--- src/hdl/ute_pkg.sv ---
// ----------------------------------------------------------------------------
// ute_pkg
// Shared types, sizes and helper functions of the unique edge extractor:
// face and edge words, edge table entry layout and the key and hash functions.
// ----------------------------------------------------------------------------
`default_nettype none

package ute_pkg;

  // sizes
  localparam int EDGE_CAPACITY = 1024;
  localparam int INDEX_BITS    = 16;
  localparam int FIELD_BITS    = 16;
  localparam int KEY_BITS      = 2 * INDEX_BITS;
  // open addressed table, at least twice the capacity, power of two
  localparam int ADDR_BITS     = $clog2(EDGE_CAPACITY) + 1;
  localparam int TABLE_DEPTH   = 2 ** ADDR_BITS;
  localparam int COUNT_BITS    = $clog2(EDGE_CAPACITY + 1);
  // generation tag per entry, tag zero means empty
  localparam int EPOCH_BITS    = 8;
  localparam int ENTRY_BITS    = EPOCH_BITS + KEY_BITS;

  typedef logic [INDEX_BITS-1:0] index_t;
  typedef logic [KEY_BITS-1:0]   key_t;
  typedef logic [ADDR_BITS-1:0]  addr_t;
  typedef logic [COUNT_BITS-1:0] count_t;
  typedef logic [EPOCH_BITS-1:0] epoch_t;

  // input word: one triangle
  typedef struct packed {
    logic [FIELD_BITS-1:0] corner_a;
    logic [FIELD_BITS-1:0] corner_b;
    logic [FIELD_BITS-1:0] corner_c;
    logic                  new_mesh;
  } face_word_t;

  // output word: one new edge
  typedef struct packed {
    logic [FIELD_BITS-1:0] first_index;
    logic [FIELD_BITS-1:0] second_index;
    logic                  store_full;
    logic                  last;
  } edge_word_t;

  // table entry
  typedef struct packed {
    epoch_t epoch;
    key_t   key;
  } entry_t;

  // controller to table
  typedef struct packed {
    logic   rd_en;
    addr_t  rd_addr;
    logic   wr_en;
    addr_t  wr_addr;
    entry_t wr_data;
    key_t   cmp_key;
    epoch_t cmp_epoch;
  } table_req_t;

  // table to controller
  typedef struct packed {
    logic match;
    logic empty;
  } table_look_t;

  // controller to output stage
  typedef struct packed {
    logic       push;
    edge_word_t word;
  } emit_t;

  // input field to vertex index, taken modulo 2^INDEX_BITS
  function automatic index_t to_index(logic [FIELD_BITS-1:0] v);
    logic [INDEX_BITS+FIELD_BITS-1:0] w;
    w = {{INDEX_BITS{1'b0}}, v};
    return w[INDEX_BITS-1:0];
  endfunction

  // vertex index back to an output field
  function automatic logic [FIELD_BITS-1:0] to_field(index_t v);
    logic [INDEX_BITS+FIELD_BITS-1:0] w;
    w = {{FIELD_BITS{1'b0}}, v};
    return w[FIELD_BITS-1:0];
  endfunction

  // undirected key: low index above high index
  function automatic key_t make_key(index_t p, index_t q);
    index_t lo;
    index_t hi;
    lo = (p < q) ? p : q;
    hi = (p < q) ? q : p;
    return {lo, hi};
  endfunction

  // home slot: key folded onto the address bits with a rotate per chunk
  function automatic addr_t key_hash(key_t k);
    addr_t h;
    h = '0;
    for (int i = 0; i < KEY_BITS; i++) begin
      h[(i + i / ADDR_BITS) % ADDR_BITS] = h[(i + i / ADDR_BITS) % ADDR_BITS] ^ k[i];
    end
    return h;
  endfunction

endpackage

`default_nettype wire

--- src/hdl/ute_ctrl.sv ---
// ----------------------------------------------------------------------------
// ute_ctrl
// Face sequencer: clears the table, probes it for each edge of a face
// by linear probing, inserts new edges and hands the results out in order.
// ----------------------------------------------------------------------------
`default_nettype none

module ute_ctrl (
  input  wire logic                clk,
  input  wire logic                rst_n,
  input  wire logic                in_valid,
  output      logic                in_ready,
  input  wire ute_pkg::face_word_t  in_word,
  input  wire ute_pkg::table_look_t look,
  output      ute_pkg::table_req_t  req,
  input  wire logic                out_free,
  output      ute_pkg::emit_t       emit
);
  import ute_pkg::*;

  typedef enum logic [2:0] {
    ST_CLEAR,
    ST_IDLE,
    ST_READ,
    ST_CHECK,
    ST_EMIT
  } state_t;

  localparam count_t CAP = COUNT_BITS'(EDGE_CAPACITY);

  state_t     state_r, state_nxt;
  index_t     idx0_r, idx0_nxt;
  index_t     idx1_r, idx1_nxt;
  index_t     idx2_r, idx2_nxt;
  logic [1:0] edge_r, edge_nxt;
  addr_t      probe_r, probe_nxt;
  epoch_t     epoch_r, epoch_nxt;
  count_t     count_r, count_nxt;
  addr_t      clr_addr_r, clr_addr_nxt;
  logic       clr_face_r, clr_face_nxt;
  logic [2:0] new_r, new_nxt;
  logic [2:0] full_r, full_nxt;
  logic [1:0] emit_sel_r, emit_sel_nxt;

  index_t     cur_s, cur_t, nxt_s, nxt_t;
  key_t       cur_key, nxt_key, first_key;
  logic       accept;
  logic       sel_new, sel_full, later_new;
  index_t     sel_s, sel_t;

  assign accept = in_valid && in_ready;

  // endpoints of the edge in work and of the one after it
  always_comb begin
    case (edge_r)
      2'd0: begin
        cur_s = idx0_r; cur_t = idx1_r; nxt_s = idx1_r; nxt_t = idx2_r;
      end
      2'd1: begin
        cur_s = idx1_r; cur_t = idx2_r; nxt_s = idx2_r; nxt_t = idx0_r;
      end
      default: begin
        cur_s = idx2_r; cur_t = idx0_r; nxt_s = idx2_r; nxt_t = idx0_r;
      end
    endcase
    cur_key   = make_key(cur_s, cur_t);
    nxt_key   = make_key(nxt_s, nxt_t);
    first_key = make_key(to_index(in_word.corner_a), to_index(in_word.corner_b));
  end

  // result slot being handed out
  always_comb begin
    case (emit_sel_r)
      2'd0: begin
        sel_new = new_r[0]; sel_full = full_r[0]; later_new = new_r[1] | new_r[2];
        sel_s = idx0_r; sel_t = idx1_r;
      end
      2'd1: begin
        sel_new = new_r[1]; sel_full = full_r[1]; later_new = new_r[2];
        sel_s = idx1_r; sel_t = idx2_r;
      end
      default: begin
        sel_new = new_r[2]; sel_full = full_r[2]; later_new = 1'b0;
        sel_s = idx2_r; sel_t = idx0_r;
      end
    endcase
  end

  // next state and table requests
  always_comb begin
    state_nxt    = state_r;
    idx0_nxt     = idx0_r;
    idx1_nxt     = idx1_r;
    idx2_nxt     = idx2_r;
    edge_nxt     = edge_r;
    probe_nxt    = probe_r;
    epoch_nxt    = epoch_r;
    count_nxt    = count_r;
    clr_addr_nxt = clr_addr_r;
    clr_face_nxt = clr_face_r;
    new_nxt      = new_r;
    full_nxt     = full_r;
    emit_sel_nxt = emit_sel_r;

    in_ready          = (state_r == ST_IDLE);
    req.rd_en         = 1'b0;
    req.rd_addr       = probe_r;
    req.wr_en         = 1'b0;
    req.wr_addr       = probe_r;
    req.wr_data.epoch = epoch_r;
    req.wr_data.key   = cur_key;
    req.cmp_key       = cur_key;
    req.cmp_epoch     = epoch_r;
    emit.push         = 1'b0;
    emit.word.first_index  = to_field(sel_s);
    emit.word.second_index = to_field(sel_t);
    emit.word.store_full   = sel_full;
    emit.word.last         = !later_new;

    case (state_r)
      // sweep all entries back to the empty tag
      ST_CLEAR: begin
        req.wr_en         = 1'b1;
        req.wr_addr       = clr_addr_r;
        req.wr_data.epoch = '0;
        req.wr_data.key   = '0;
        clr_addr_nxt      = clr_addr_r + 1'b1;
        if (clr_addr_r == addr_t'(TABLE_DEPTH - 1)) begin
          epoch_nxt = epoch_t'(1);
          state_nxt = clr_face_r ? ST_READ : ST_IDLE;
        end
      end

      ST_IDLE: begin
        if (accept) begin
          idx0_nxt  = to_index(in_word.corner_a);
          idx1_nxt  = to_index(in_word.corner_b);
          idx2_nxt  = to_index(in_word.corner_c);
          edge_nxt  = 2'd0;
          probe_nxt = key_hash(first_key);
          new_nxt   = '0;
          full_nxt  = '0;
          state_nxt = ST_READ;
          if (in_word.new_mesh) begin
            count_nxt = '0;
            epoch_nxt = epoch_r + 1'b1;
            // generation tags exhausted: sweep before this face
            if (epoch_r == '1) begin
              clr_addr_nxt = '0;
              clr_face_nxt = 1'b1;
              state_nxt    = ST_CLEAR;
            end
          end
        end
      end

      ST_READ: begin
        req.rd_en = 1'b1;
        state_nxt = ST_CHECK;
      end

      ST_CHECK: begin
        if (look.match || look.empty) begin
          if (look.empty) begin
            new_nxt[edge_r] = 1'b1;
            if (count_r < CAP) begin
              req.wr_en = 1'b1;
              count_nxt = count_r + 1'b1;
            end else begin
              full_nxt[edge_r] = 1'b1;
            end
          end
          if (edge_r == 2'd2) begin
            emit_sel_nxt = 2'd0;
            state_nxt    = (new_nxt != '0) ? ST_EMIT : ST_IDLE;
          end else begin
            edge_nxt  = edge_r + 1'b1;
            probe_nxt = key_hash(nxt_key);
            state_nxt = ST_READ;
          end
        end else begin
          // occupied by another edge: next slot
          probe_nxt = probe_r + 1'b1;
          state_nxt = ST_READ;
        end
      end

      // hand the new edges out in face order
      ST_EMIT: begin
        if (!sel_new || out_free) begin
          emit.push = sel_new;
          if (emit_sel_r == 2'd2 || (sel_new && !later_new)) begin
            state_nxt = ST_IDLE;
          end else begin
            emit_sel_nxt = emit_sel_r + 1'b1;
          end
        end
      end

      default: begin
        state_nxt = ST_IDLE;
      end
    endcase
  end

  // state and registers
  always_ff @(posedge clk) begin
    if (!rst_n) begin
      state_r    <= ST_CLEAR;
      clr_addr_r <= '0;
      clr_face_r <= 1'b0;
      epoch_r    <= '0;
      count_r    <= '0;
      new_r      <= '0;
      full_r     <= '0;
      edge_r     <= '0;
      emit_sel_r <= '0;
    end else begin
      state_r    <= state_nxt;
      clr_addr_r <= clr_addr_nxt;
      clr_face_r <= clr_face_nxt;
      epoch_r    <= epoch_nxt;
      count_r    <= count_nxt;
      new_r      <= new_nxt;
      full_r     <= full_nxt;
      edge_r     <= edge_nxt;
      emit_sel_r <= emit_sel_nxt;
    end
    idx0_r  <= idx0_nxt;
    idx1_r  <= idx1_nxt;
    idx2_r  <= idx2_nxt;
    probe_r <= probe_nxt;
  end

  // checks
  a_count_bound: assert property (@(posedge clk) disable iff (!rst_n)
    count_r <= CAP)
    else $error("stored edge count above capacity");

  a_port_split: assert property (@(posedge clk) disable iff (!rst_n)
    !(req.rd_en && req.wr_en))
    else $error("table read and write in the same cycle");

  a_insert_empty: assert property (@(posedge clk) disable iff (!rst_n)
    (state_r == ST_CHECK && req.wr_en) |-> (look.empty && !look.match))
    else $error("insert over a live entry");

  a_live_epoch: assert property (@(posedge clk) disable iff (!rst_n)
    (state_r != ST_CLEAR) |-> (epoch_r != '0))
    else $error("empty tag used as live generation");

  a_push_room: assert property (@(posedge clk) disable iff (!rst_n)
    emit.push |-> out_free)
    else $error("result pushed into a full output register");

endmodule

`default_nettype wire

--- config.mk ---
export PLATFORM = sky130hd
export DESIGN_NAME = ute_ctrl
export DESIGN_NICKNAME = d
export VERILOG_FILES = /design/src/hdl/ute_pkg.sv /design/src/hdl/ute_ctrl.sv
export SDC_FILE = /design/constraint.sdc
export NUM_CORES = 1
export LEC_CHECK = 0
export ABC_AREA = 1
export ABC_CLOCK_PERIOD_IN_PS = 3100
export BUFFER_PORTS_ARGS = -buffer_cell sky130_fd_sc_hd__buf_2
export CORE_MARGIN = 3
export CORE_UTILIZATION = 50
export DETAILED_ROUTE_END_ITERATION = 7
export PLACE_DENSITY = 0.77
export SLEW_MARGIN = 10
export SYNTH_ARGS = -nofsm -noshare
export SYNTH_HDL_FRONTEND = slang
export SYNTH_SLANG_ARGS = --single-unit
--- constraint.sdc ---
create_clock -name clk -period 3.1 [get_ports clk]
set_clock_uncertainty 0.2 [all_clocks]
set_input_delay 0 -clock clk [delete_from_list [all_inputs] [get_ports clk]]
set_output_delay 0 -clock clk [all_outputs]
set_load 0.01 [all_outputs]
After elaboration in Yosys (flattened, before gate mapping)
Cells that the tools add are included.
Widths: inputs -> output; s select.
{ "classes": {"add_sub_neg": 6, "magnitude_cmp": 6, "eq_ne": 24, "mux": 73, "bitwise_logic": 45, "n_reduce_logical": 26} }
{ "ops": {"columns": ["operator", "count"], "rows": [
  ["$mux 16", 8],
  ["$pmux 16 s2", 4],
  ["$mux 11", 11],
  ["$pmux 11 s2", 3],
  ["$mux 51", 1],
  ["$lt 16x16->1", 3],
  ["$mux 3", 15],
  ["$xor 1x1->1", 42],
  ["$add 11x1->11 const B", 3],
  ["$mux 8", 3],
  ["$mux 2", 10],
  ["$ne 2x2->1 const B", 10],
  ["$reduce_and 4->1", 5],
  ["$pmux 8 s2", 1],
  ["$pmux 3 s5", 1],
  ["$pmux 3 s2", 2],
  ["$eq 11x11->1 const B", 1],
  ["$lt 11x11->1 const B", 1],
  ["$reduce_and 5->1", 2],
  ["$add 8x1->8 const B", 1],
  ["$eq 8x8->1 const B", 1],
  ["$pmux 1 s2", 4],
  ["$pmux 2 s2", 2],
  ["$mux 1", 7],
  ["23 further kinds", 39]
]} }
{ "word_totals": {"regBits": 103, "inputBits": 55, "output_inout_bits": 140} }

Logic depth before layout (Yosys ltp)
Gate-level depths: netlist of run 1.
{ "logic_depth": {"depth_word": 13, "mapped_depth": 23, "mapped_depth_nobuf": 19} }

Worst setup path before layout of run 1
Ideal clock, no wire load.
{ "synth_path": {"kind": "flip-flop to output port", "from": "register edge_r[0]", "to": "output port req[57] in the netlist's numbering", "arrival_ns": 2.901, "required_time_ns": 2.900, "slack_ns": -0.001, "path_stages_with_launch": 22, "n_path_buf": 5, "cell_sequence": "dfxtp_1 inv_1 ha_1 buf_6 buf_6 buf_2 buf_1 nand2_1 o21ai_0 a21oi_1 inv_1 ha_1 a21oi_1 nor2_1 a211oi_1 nand2_1 nand2_2 nand2_2 buf_6 nand2_1 nand2_1 nor2_1"} }
{ "synth_lines": {"columns": ["item", "line_no", "source"], "rows": [
  ["start: declaration", "ute_ctrl.sv:35", "logic [1:0] edge_r, edge_nxt;"],
  ["start signal: assignment", "ute_ctrl.sv:226", "edge_r <= edge_nxt;"],
  ["end: declaration", "ute_ctrl.sv:15", "output ute_pkg::table_req_t req,"]
]} }

==> impl_metrics.toml, run 1 <==
[critical_path]
slowest_stage = "dfxtp_2"
cp.arrival_ps = 3270
crit_path_max_fanout = 12
critPathBufInv = 7
cp.required_ps = 2900
crit_path_start_kind = "register"
crit_chain = "inv_4 -> ha_4 -> buf_12 -> nor2_4 -> buf_12 -> buf_16 -> buf_4 -> a21oi_4 -> ha_4 -> a21oi_2 -> o21a_1 -> o221a_4 -> buf_4 -> nand3_2 -> nand2_4 -> nor2_2 -> buf_2"
critical_path.top_delay_family = "buffers and inverters"
crit_type = "register to output pin"
critical-path-max-stage-delay_ps = 340
cp-end-kind = "output pin"

[floorplanning]
rows = 48
die_y_um = 139
start_util_pct = 51.1
core_sq_um = 17400
die_area_sq_um = 19400
io_pins = 195
die_w_um = 139

[place]
portBuffers = 194
gp_congestion = 0.999
hpwl_mm = 22.9

[routing]
avgRoutedWirePerCell_um = 18.5
first_iter_violations = 1160
vias = 10700
dr.pass1.iters = 6
drt-total-wl_mm = 34.6
routed_via_density = 5.75
ant_nets = 0
route.detailed.drc = 0

[timing]
fin_crit_ps = 3470
max_freq_ghz = 0.288
worst_pin_slew_ps = 646
rsz0062_at_grt = "yes"
period_share_pct = 112
finalSetupViolCount = 64
fin_ws_ps = -368
finalHoldViolations = 0
relSlewSlack_pct = 56.8
report.final.slew_viol_count = 0
fin_tns_setup_ps = -19230

[global_route]
grt_max_degree = 55
first_global_vias = 9825
overflow = 0
antenna_found_initial = 0
grt_first_pass_wirelength_mm = 51.1
grt_usage_pct = 32.5

[logic_synthesis]
synth_edf_count = 59
synth_cell_types = 45
ys.flop_type = "edfxtp_1"
ys_seq_area_share_pct = 29.9
yosysMostFrequentCell = "nand2_1"
yosys_register_bits = 103
synth_area_sq_um = 8870
synth_nets = 1405
netlist.area_leader.share_pct = 20.0
netlist_instances = 1294
syn_avg_cell_area_sq_um = 6.85
synth_area_leaders = "edfxtp_1 (20%), nand2_1 (12%), dfxtp_1 (9.9%), inv_1 (7.9%), ha_1 (7.9%)"
synth_top_area_cell = "edfxtp_1"
async_flop_share_pct = 0
synth.yosys.warnings = 0
synth_commonest_cells = "nand2_1 (272), inv_1 (187), o21ai_0 (117)"

[clocking]
cts-buffers-inserted = 9
tritoncts = "done"
clkLatencyLatePin_ps = 360
ctsLongestPathBuffers = 2
cts-root-buf = "clkbuf_16"
clkTransAtPathRegs_ps = 70
h-tree-depth = 3
cts.sinks = 103

[power_and_ir_drop]
peakVddDrop_mv = 0.257
powerDensity_nw_per_um2 = 241
p_leak_nw = 6.24

[final_layout]
fin_nets = 1749
multiInputGateArea_sq_um = 5980
seq_area_sq_um = 2660
final_util_pct = 74.5
drive_above_1_share_pct = 32.2
nFillCells = 1250
area_growth_pct = 45.7
antenna_cells = 0

[run]
cap_violations = 0

[outcome]
violations = "negative setup slack"
status = "finished with violations"

[worst_hold_path]
worstHoldPathType = "input port to register"
==> layout by cell type (no fill, tap or decap), drive strengths merged, types with 9 or more instances in the layout <==
cell,count
buf,333
nand2,279
inv,192
o21ai,129
a21oi,111
nor2,103
nand3,82
edfxtp,59
ha,56
dlygate4sd3,52
dfxtp,44
xnor2,35
a22oi,34
xor2,33
nor3,17
clkbuf,15
or2,10
a211oi,9
==> stage by stage <==
stage | cell area [sq um] | hold WS, ps | total power, mW | std cells | worst slack [ps]
floorplan | 8870 | -101 | 1.66 | 1294 | -0.932
global placement | 10700 | -22.5 | 1.81 | 1760 | 6.51
detailed placement | 10700 | -21.9 | 1.82 | 1760 | -47.5
CTS | 12400 | 11.5 | 3.11 | 1858 | -208
global route | 12900 | 57.6 | 3.22 | 1868 | -458
finish | 12900 | 18.8 | 3.12 | 1868 | -368
==> state kept, by name, summed over array words and instances (netlist names) <==
signal / cells
full_r: 3
state_r: 3
idx2_r: 16
emit_sel_r: 2
idx0_r: 16
count_r: 11
probe_r: 11
epoch_r: 8
clr_face_r: 1
idx1_r: 16
new_r: 3
edge_r: 2
clr_addr_r: 11
==> layout make-up <==
type	count	area share, %
multi-input combinational	945	46.3
timing repair buffer	388	22.8
sequential	103	20.5
inverter	191	5.61
clock buffer	13	2.27
tap	225	2.18
clock inverter	3	0.349
==> cells by family after synthesis <==
group / Yosys count / synth area share [%]
adder cells (fa/ha/maj): 56 / 7.90
AO/OA/AOI/OAI: 308 / 19.3
flip-flops: 103 / 29.9
XOR/XNOR: 68 / 6.72
AND/OR/NAND/NOR: 513 / 25.1
buffers and inverters: 246 / 11.1
==> path summary, 6_finish.rpt <==
| check | start | to | slack, ps | cells past startpoint |
|---|---|---|---|---|
| setup / recovery | edge_r[1]$_SDFFE_PN0P_ | req[68] | -370 | 17 |
| hold / removal | look[0] | full_r[0]$_SDFFE_PN0P_ | 20 | 5 |
| setup reg to reg | edge_r[1]$_SDFFE_PN0P_ | probe_r[8]$_DFFE_PP_ | 120 | 18 |
| hold reg to reg | full_r[1]$_SDFFE_PN0P_ | full_r[1]$_SDFFE_PN0P_ | 250 | 2 |
==> per-layer routing <==
| metal | wire length, um | global-route usage (%) |
|---|---|---|
| met2 | 16300 | 54.1 |
| met3 | 3130 | 5.38 |
| met1 | 13600 | 42.9 |
| met5 | 0 | 0 |
| met4 | 1550 | 11.2 |
==> worst min-delay path: cells and delay by family <==
family	cells	cell delay, ps
buf+inv	2	250
simple gates	1	60
compound gates	2	220
==> power by group <==
| part | internal [mW] | switching [mW] | total [mW] |
|---|---|---|---|
| logic | 0.175 | 0.227 | 0.402 |
| clock network | 0.749 | 0.510 | 1.26 |
| registers | 1.45 | 0.00346 | 1.46 |
| total | 2.38 | 0.740 | 3.12 |
==> what timing repair did <==
| action | in CTS | in global routing |
|---|---|---|
| pin swaps | 12 | 26 |
| resized for setup | 111 | 122 |
| setup buffers | 22 | 9 |
| hold buffers | 52 | 0 |
| setup endpoints to repair | 64 | 75 |
| endpoints found under the hold margin | 69 | 0 |
| gates cloned | 8 | 3 |
(Power assumes the default switching activity.)
==> run 2, diff against run 1 <==
--- a/config.mk
+++ b/config.mk
@@ -16,3 +16,4 @@
 export SYNTH_ARGS = -nofsm -noshare
 export SYNTH_HDL_FRONTEND = slang
 export SYNTH_SLANG_ARGS = --single-unit
+export TNS_END_PERCENT = 5
==> run 2 against run 1 <==
The flow still finishes with violations (negative setup slack). Cell count fell by 1.3%. Critical path depth rose by 1. Via count fell by 4.0%. Fmax rose by 1.1%. Combinational power barely moved. Total power barely moved. Sequential share of layout area rose by 1.2 points. Global-route usage fell by 1.6 points.
==> impl_metrics.toml, run 2 (same netlist as run 1, synthesis figures left out) <==
[power_and_ir_drop]
power_frac_clock_pct = 40.4
combPwrFrac_pct = 12.9
seqPwrFrac_pct = 46.7
p_int_mw = 2.38
powerDensity_nw_per_um2 = 255
p_sw_share_pct = 23.7
peakVddDrop_mv = 0.254
p_leak_nw = 5.96
p_sw_uw = 740

[worst_hold_path]
worstHoldPathType = "input port to register"
hold_depth = 5
hold_path_startpoint = "look[0]"
hold_end = "full_r[0]$_SDFFE_PN0P_"

[clocking]
cts.sinks = 103
cts-buffers-inserted = 9
clkLatencyLatePin_ps = 360
cts-root-buf = "clkbuf_16"
ctsLongestPathBuffers = 2
clkTransAtPathRegs_ps = 70
tritoncts = "done"
h-tree-depth = 3

[critical_path]
rr_worst_depth = 19
slowest_stage = "dfxtp_2"
reg2reg_from = "edge_r[1]$_SDFFE_PN0P_"
ff2ff_setup_slack_ps = 80
cp.arrival_ps = 3230
worstReg2RegEnd = "probe_r[10]$_DFFE_PP_"
crit_path_max_fanout = 16
crit_type = "register to output pin"
cp.required_ps = 2900
crit_path_start_kind = "register"
critical-path-max-stage-delay_ps = 340
crit_chain = "inv_4 -> ha_4 -> buf_12 -> nor2_4 -> clkbuf_16 -> a21oi_1 -> buf_4 -> inv_1 -> ha_4 -> nand4_1 -> nor3_2 -> nand2_4 -> nand2_4 -> clkbuf_16 -> nand2_1 -> nand2_1 -> nor2_1 -> buf_2"
cp-end-kind = "output pin"

[timing]
worst_pin_slew_ps = 647
fin_crit_ps = 3430
rsz0062_at_grt = "yes"
finalSetupViolCount = 64
relSlewSlack_pct = 56.7
report.final.slew_viol_count = 0
fin_ws_ps = -330
period_share_pct = 111
finalHoldViolations = 0
fin_hold_ws_ps = 26.9
max_freq_ghz = 0.292

[floorplanning]
die_y_um = 139
rows = 48
die_w_um = 139
core_sq_um = 17400
io_pins = 195
start_util_pct = 51.1
die_area_sq_um = 19400

[routing]
avgRoutedWirePerCell_um = 17.4
vias = 10300
drt-total-wl_mm = 32.0
ant_nets = 0
route.detailed.drc = 0
first_iter_violations = 1033
routed_via_density = 5.59
dr.pass1.iters = 7

[global_route]
first_global_vias = 9353
grt_first_pass_wirelength_mm = 48.7
antenna_found_initial = 0
grt_max_degree = 55
grt_usage_pct = 30.8
overflow = 0

[place]
portBuffers = 194
hpwl_mm = 22.9
dp.cells = 1760
post-place-ws_ps = -47.5
gp_congestion = 0.999

[final_layout]
fin_nets = 1724
top_regs = "idx0_r x16, idx1_r x16, idx2_r x16"
antenna_cells = 0
final_util_pct = 70.3
nFillCells = 1397
final_cell_mix = "nand2_1 (260), buf_2 (194), inv_1 (178), o21ai_0 (99), buf_4 (99)"
stdcell_count = 1843
layout_commonest_cell = "nand2_1"
drive_above_1_share_pct = 26.5
area_growth_pct = 37.5

[outcome]
violations = "negative setup slack"
status = "finished with violations"

[run]
cap_violations = 0
==> run 2: area by class of cell <==
| type | count | area (sq um) | share of cell area, % |
|---|---|---|---|
| Inverter | 191 | 727 | 5.96 |
| Multi-Input combinational cell | 945 | 5590 | 45.9 |
| Sequential cell | 103 | 2660 | 21.8 |
| Clock buffer | 13 | 293 | 2.40 |
| Timing Repair Buffer | 363 | 2600 | 21.3 |
| Clock inverter | 3 | 45.0 | 0.369 |
| Tap cell | 225 | 282 | 2.31 |
==> run 2: how the worst max path moves through the flow <==
stage                                       from  endpoint  slack [ps]
after CTS                 edge_r[1]$_SDFFE_PN0P_   req[46]        -220
after global placement    edge_r[1]$_SDFFE_PN0P_   req[50]           7
after global routing      edge_r[1]$_SDFFE_PN0P_   req[59]        -360
after floorplan           edge_r[0]$_SDFFE_PN0P_   req[57]        -0.9
final                     edge_r[1]$_SDFFE_PN0P_   req[59]        -330
after detailed placement  edge_r[1]$_SDFFE_PN0P_   req[50]         -50
==> run 2: critical path: cells and delay by family, from the launching register on <==
| family | cells | cell delay, ps |
|---|---|---|
| adders and majority gates | 2 | 460 |
| and+or+nand+nor | 8 | 850 |
| buffers and inverters | 7 | 980 |
| AOI/OAI and AO/OA | 1 | 230 |
| DFF | 1 | 340 |
==> run 2: power groups by stage <==
stage	Sequential, mW	Clock (mW)	Combinational (mW)
6_report	1.46	1.26	0.401
4_1_cts	1.46	1.27	0.383
3_3_place_gp	1.49	0	0.321
3_5_place_dp	1.49	0	0.330
5_1_grt	1.45	1.33	0.435
2_1_floorplan	1.49	0	0.177
==> run 2: layer usage <==
| layer | global-route usage [%] | up-vias | share of wire [%] |
|---|---|---|---|
| met5 | 0 | - | 0 |
| met4 | 8.96 | 0 | 3.8 |
| met3 | 4.62 | 110 | 9.9 |
| li1 | - | 4927 | - |
| met2 | 50.9 | 605 | 46 |
| met1 | 42.2 | 4665 | 40 |
==> run 2: timing repair <==
item / 4_1_cts / 5_1_grt
resized for setup: 23 / 86
hold buffers: 52 / 0
setup buffers: 0 / 14
setup endpoints to repair: 64 / 76
pin swaps: 1 / 10
gates cloned: 1 / 7
hold endpoints to repair: 69 / 0
==> run 2: stage by stage <==
step           setup TNS, ps  cell area [sq um]  power (mW)
3_5_place_dp           -1170              10700        1.82
2_1_floorplan          -24.4               8870        1.66
6_report              -17320              12200        3.12
5_1_grt               -20910              12200        3.22
3_3_place_gp               0              10700        1.81
4_1_cts               -12310              11700        3.11
==> run 3, diff against run 2 <==
--- a/config.mk
+++ b/config.mk
@@ -11,6 +11,7 @@
 export CORE_MARGIN = 3
 export CORE_UTILIZATION = 50
 export DETAILED_ROUTE_END_ITERATION = 7
+export GPL_TIMING_DRIVEN = 0
 export PLACE_DENSITY = 0.77
 export SLEW_MARGIN = 10
 export SYNTH_ARGS = -nofsm -noshare
==> run 3 against run 2 <==
The run still ends with negative setup slack left. Count of clock-buffer cells in the layout is 3 lower. Cell count fell by 0.65%. Sequential share of layout area rose by 0.42 points. Setup slack worse by 140 ps. First-iteration DRC count is 4.1% lower. Largest cell class unchanged. Total power fell by 4.3%. Sequential cell count stayed put. Die area unchanged. Routed wire length grew 6.2%.
==> impl_metrics.toml, run 3 (same netlist as run 1, synthesis figures left out) <==
[critical_path]
reg2reg_from = "edge_r[0]$_SDFFE_PN0P_"
cp-end-kind = "output pin"
ff2ff_setup_slack_ps = -240
worstReg2RegEnd = "probe_r[0]$_DFFE_PP_"
rr_worst_depth = 19
crit_path_max_fanout = 8
crit_path_start_kind = "register"
cp.arrival_ps = 3370
cp.required_ps = 2900
crit_type = "register to output pin"

[final_layout]
top_regs = "idx0_r x16, idx1_r x16, idx2_r x16"
antenna_cells = 0
area_growth_pct = 34.9
layout_commonest_cell = "nand2_1"
drive_above_1_share_pct = 27.8
fin_nets = 1712
final_cell_mix = "nand2_1 (217), buf_2 (201), inv_1 (181), o21ai_0 (93), nor2_1 (89)"
final_util_pct = 68.9

[clocking]
h-tree-depth = 3
tritoncts = "done"
ctsLongestPathBuffers = 2
clkLatencyLatePin_ps = 360
cts-buffers-inserted = 9
clkTransAtPathRegs_ps = 70
cts-root-buf = "clkbuf_16"
cts.sinks = 103

[run]
cap_violations = 0

[floorplanning]
core_sq_um = 17400
rows = 48
die_w_um = 139
die_y_um = 139
start_util_pct = 51.1
die_area_sq_um = 19400
io_pins = 195

[outcome]
violations = "negative setup slack"
status = "finished with violations"

[place]
gp_congestion = 1.05
hpwl_mm = 24.7
portBuffers = 194
post-place-ws_ps = -820

[timing]
max_freq_ghz = 0.280
rsz0062_at_grt = "yes"
finalHoldViolations = 0
fin_hold_ws_ps = 19.8
period_share_pct = 115
worst_pin_slew_ps = 655
relSlewSlack_pct = 55.9
finalSetupViolCount = 75
report.final.slew_viol_count = 0
fin_ws_ps = -470
fin_crit_ps = 3570
fin_tns_setup_ps = -28710

[routing]
route.detailed.drc = 0
vias = 10500
first_iter_violations = 991
dr.pass1.iters = 6
avgRoutedWirePerCell_um = 18.5
drt-total-wl_mm = 34.0
ant_nets = 0
routed_via_density = 5.72

[worst_hold_path]
hold_end = "new_r[0]$_SDFFE_PN0P_"
hold_depth = 4
hold_path_startpoint = "look[1]"
worstHoldPathType = "input port to register"

[global_route]
grt_first_pass_wirelength_mm = 52.2
grt_max_degree = 44
overflow = 0
antenna_found_initial = 0
first_global_vias = 9990
grt_usage_pct = 33.4

[power_and_ir_drop]
p_leak_nw = 5.72
peakVddDrop_mv = 0.257
powerDensity_nw_per_um2 = 249
-- run 3: cell count changes in the layout (fill, tap and decap cells not counted), moves of 6 or more --
cell,previous run,this run
nand2_1,260,217
o21ai_0,99,93
clkbuf_1,1,21
o21ai_2,0,10
buf_2,194,201
nor2_2,5,11
clkbuf_16,18,9
clkbuf_4,0,7
a21oi_2,24,32
nand2_2,14,55
buf_12,7,1
buf_4,99,47
-- run 3: final cells by class --
class / instances / area [sq um]
plain buffers: 55 / 369
clock buffers: 10 / 239
clock inverters: 6 / 48.8
fillers: 1453 / 5390
inverters: 191 / 722
multi-input cells: 945 / 5740
flip-flops and latches: 103 / 2660
well taps: 225 / 282
repair buffers: 296 / 1910
-- run 3: metrics by stage --
| step | instance area, sq um | cells | power [mW] |
|---|---|---|---|
| after global placement | 10100 | 1713 | 1.80 |
| after detailed placement | 10100 | 1714 | 1.80 |
| final | 12000 | 1831 | 2.98 |
| after CTS | 11600 | 1817 | 2.98 |
| after floorplan | 8870 | 1294 | 1.66 |
| after global routing | 12000 | 1831 | 3.08 |
-- run 3: worst max path at each step --
| stage | startpoint | endpoint | slack, ps | depth (start not counted) |
|---|---|---|---|---|
| after CTS | edge_r[1]$_SDFFE_PN0P_ | req[50] | -400 | 22 |
| final | edge_r[1]$_SDFFE_PN0P_ | req[58] | -470 | 20 |
| after global routing | edge_r[1]$_SDFFE_PN0P_ | req[46] | -610 | 22 |
| after detailed placement | edge_r[0]$_SDFFE_PN0P_ | req[50] | -820 | 22 |
| after global placement | edge_r[0]$_SDFFE_PN0P_ | req[42] | -820 | 19 |
| after floorplan | edge_r[0]$_SDFFE_PN0P_ | req[57] | -0.9 | 21 |
-- run 3: metal layers --
layer  up-vias  global-route usage [%]  share of wire, %
met3       114                    6.72               9.8
met1      4850                    43.6                40
li1       4906                       -                 -
met4         0                    15.5               4.0
met2       601                    53.6                46
met5         -                       0                 0
-- run 3: power by group --
group	leakage, nW	internal, mW	switching (mW)
Combinational	4.69	0.164	0.231
Sequential	0.886	1.45	0.00337
Clock	0.144	0.579	0.552
-- run 3: worst max-delay path, stage by stage (launching register included) --
cell and delay (ps):
dfxtp_2 360, inv_4 60, ha_4 160, buf_8 130
buf_8 120, buf_8 130, buf_16 130, nand2_1 60
o21ai_1 70, a21oi_2 240, inv_1 80, ha_1 290
nand2_2 60, o21a_1 180, o221a_4 310, nand2_8 130
buf_6 150, nand2_2 60, nand2_2 90, nor2_1 40
buf_2 150
-- run 3: repair_timing --
item                                    CTS  global route
setup buffers                            29            14
endpoints found under the setup margin   75            79
pin swaps                                21            26
endpoints found under the hold margin    79             0
cloned                                    5             0
resized for setup                       109           103
hold buffers                             53             0
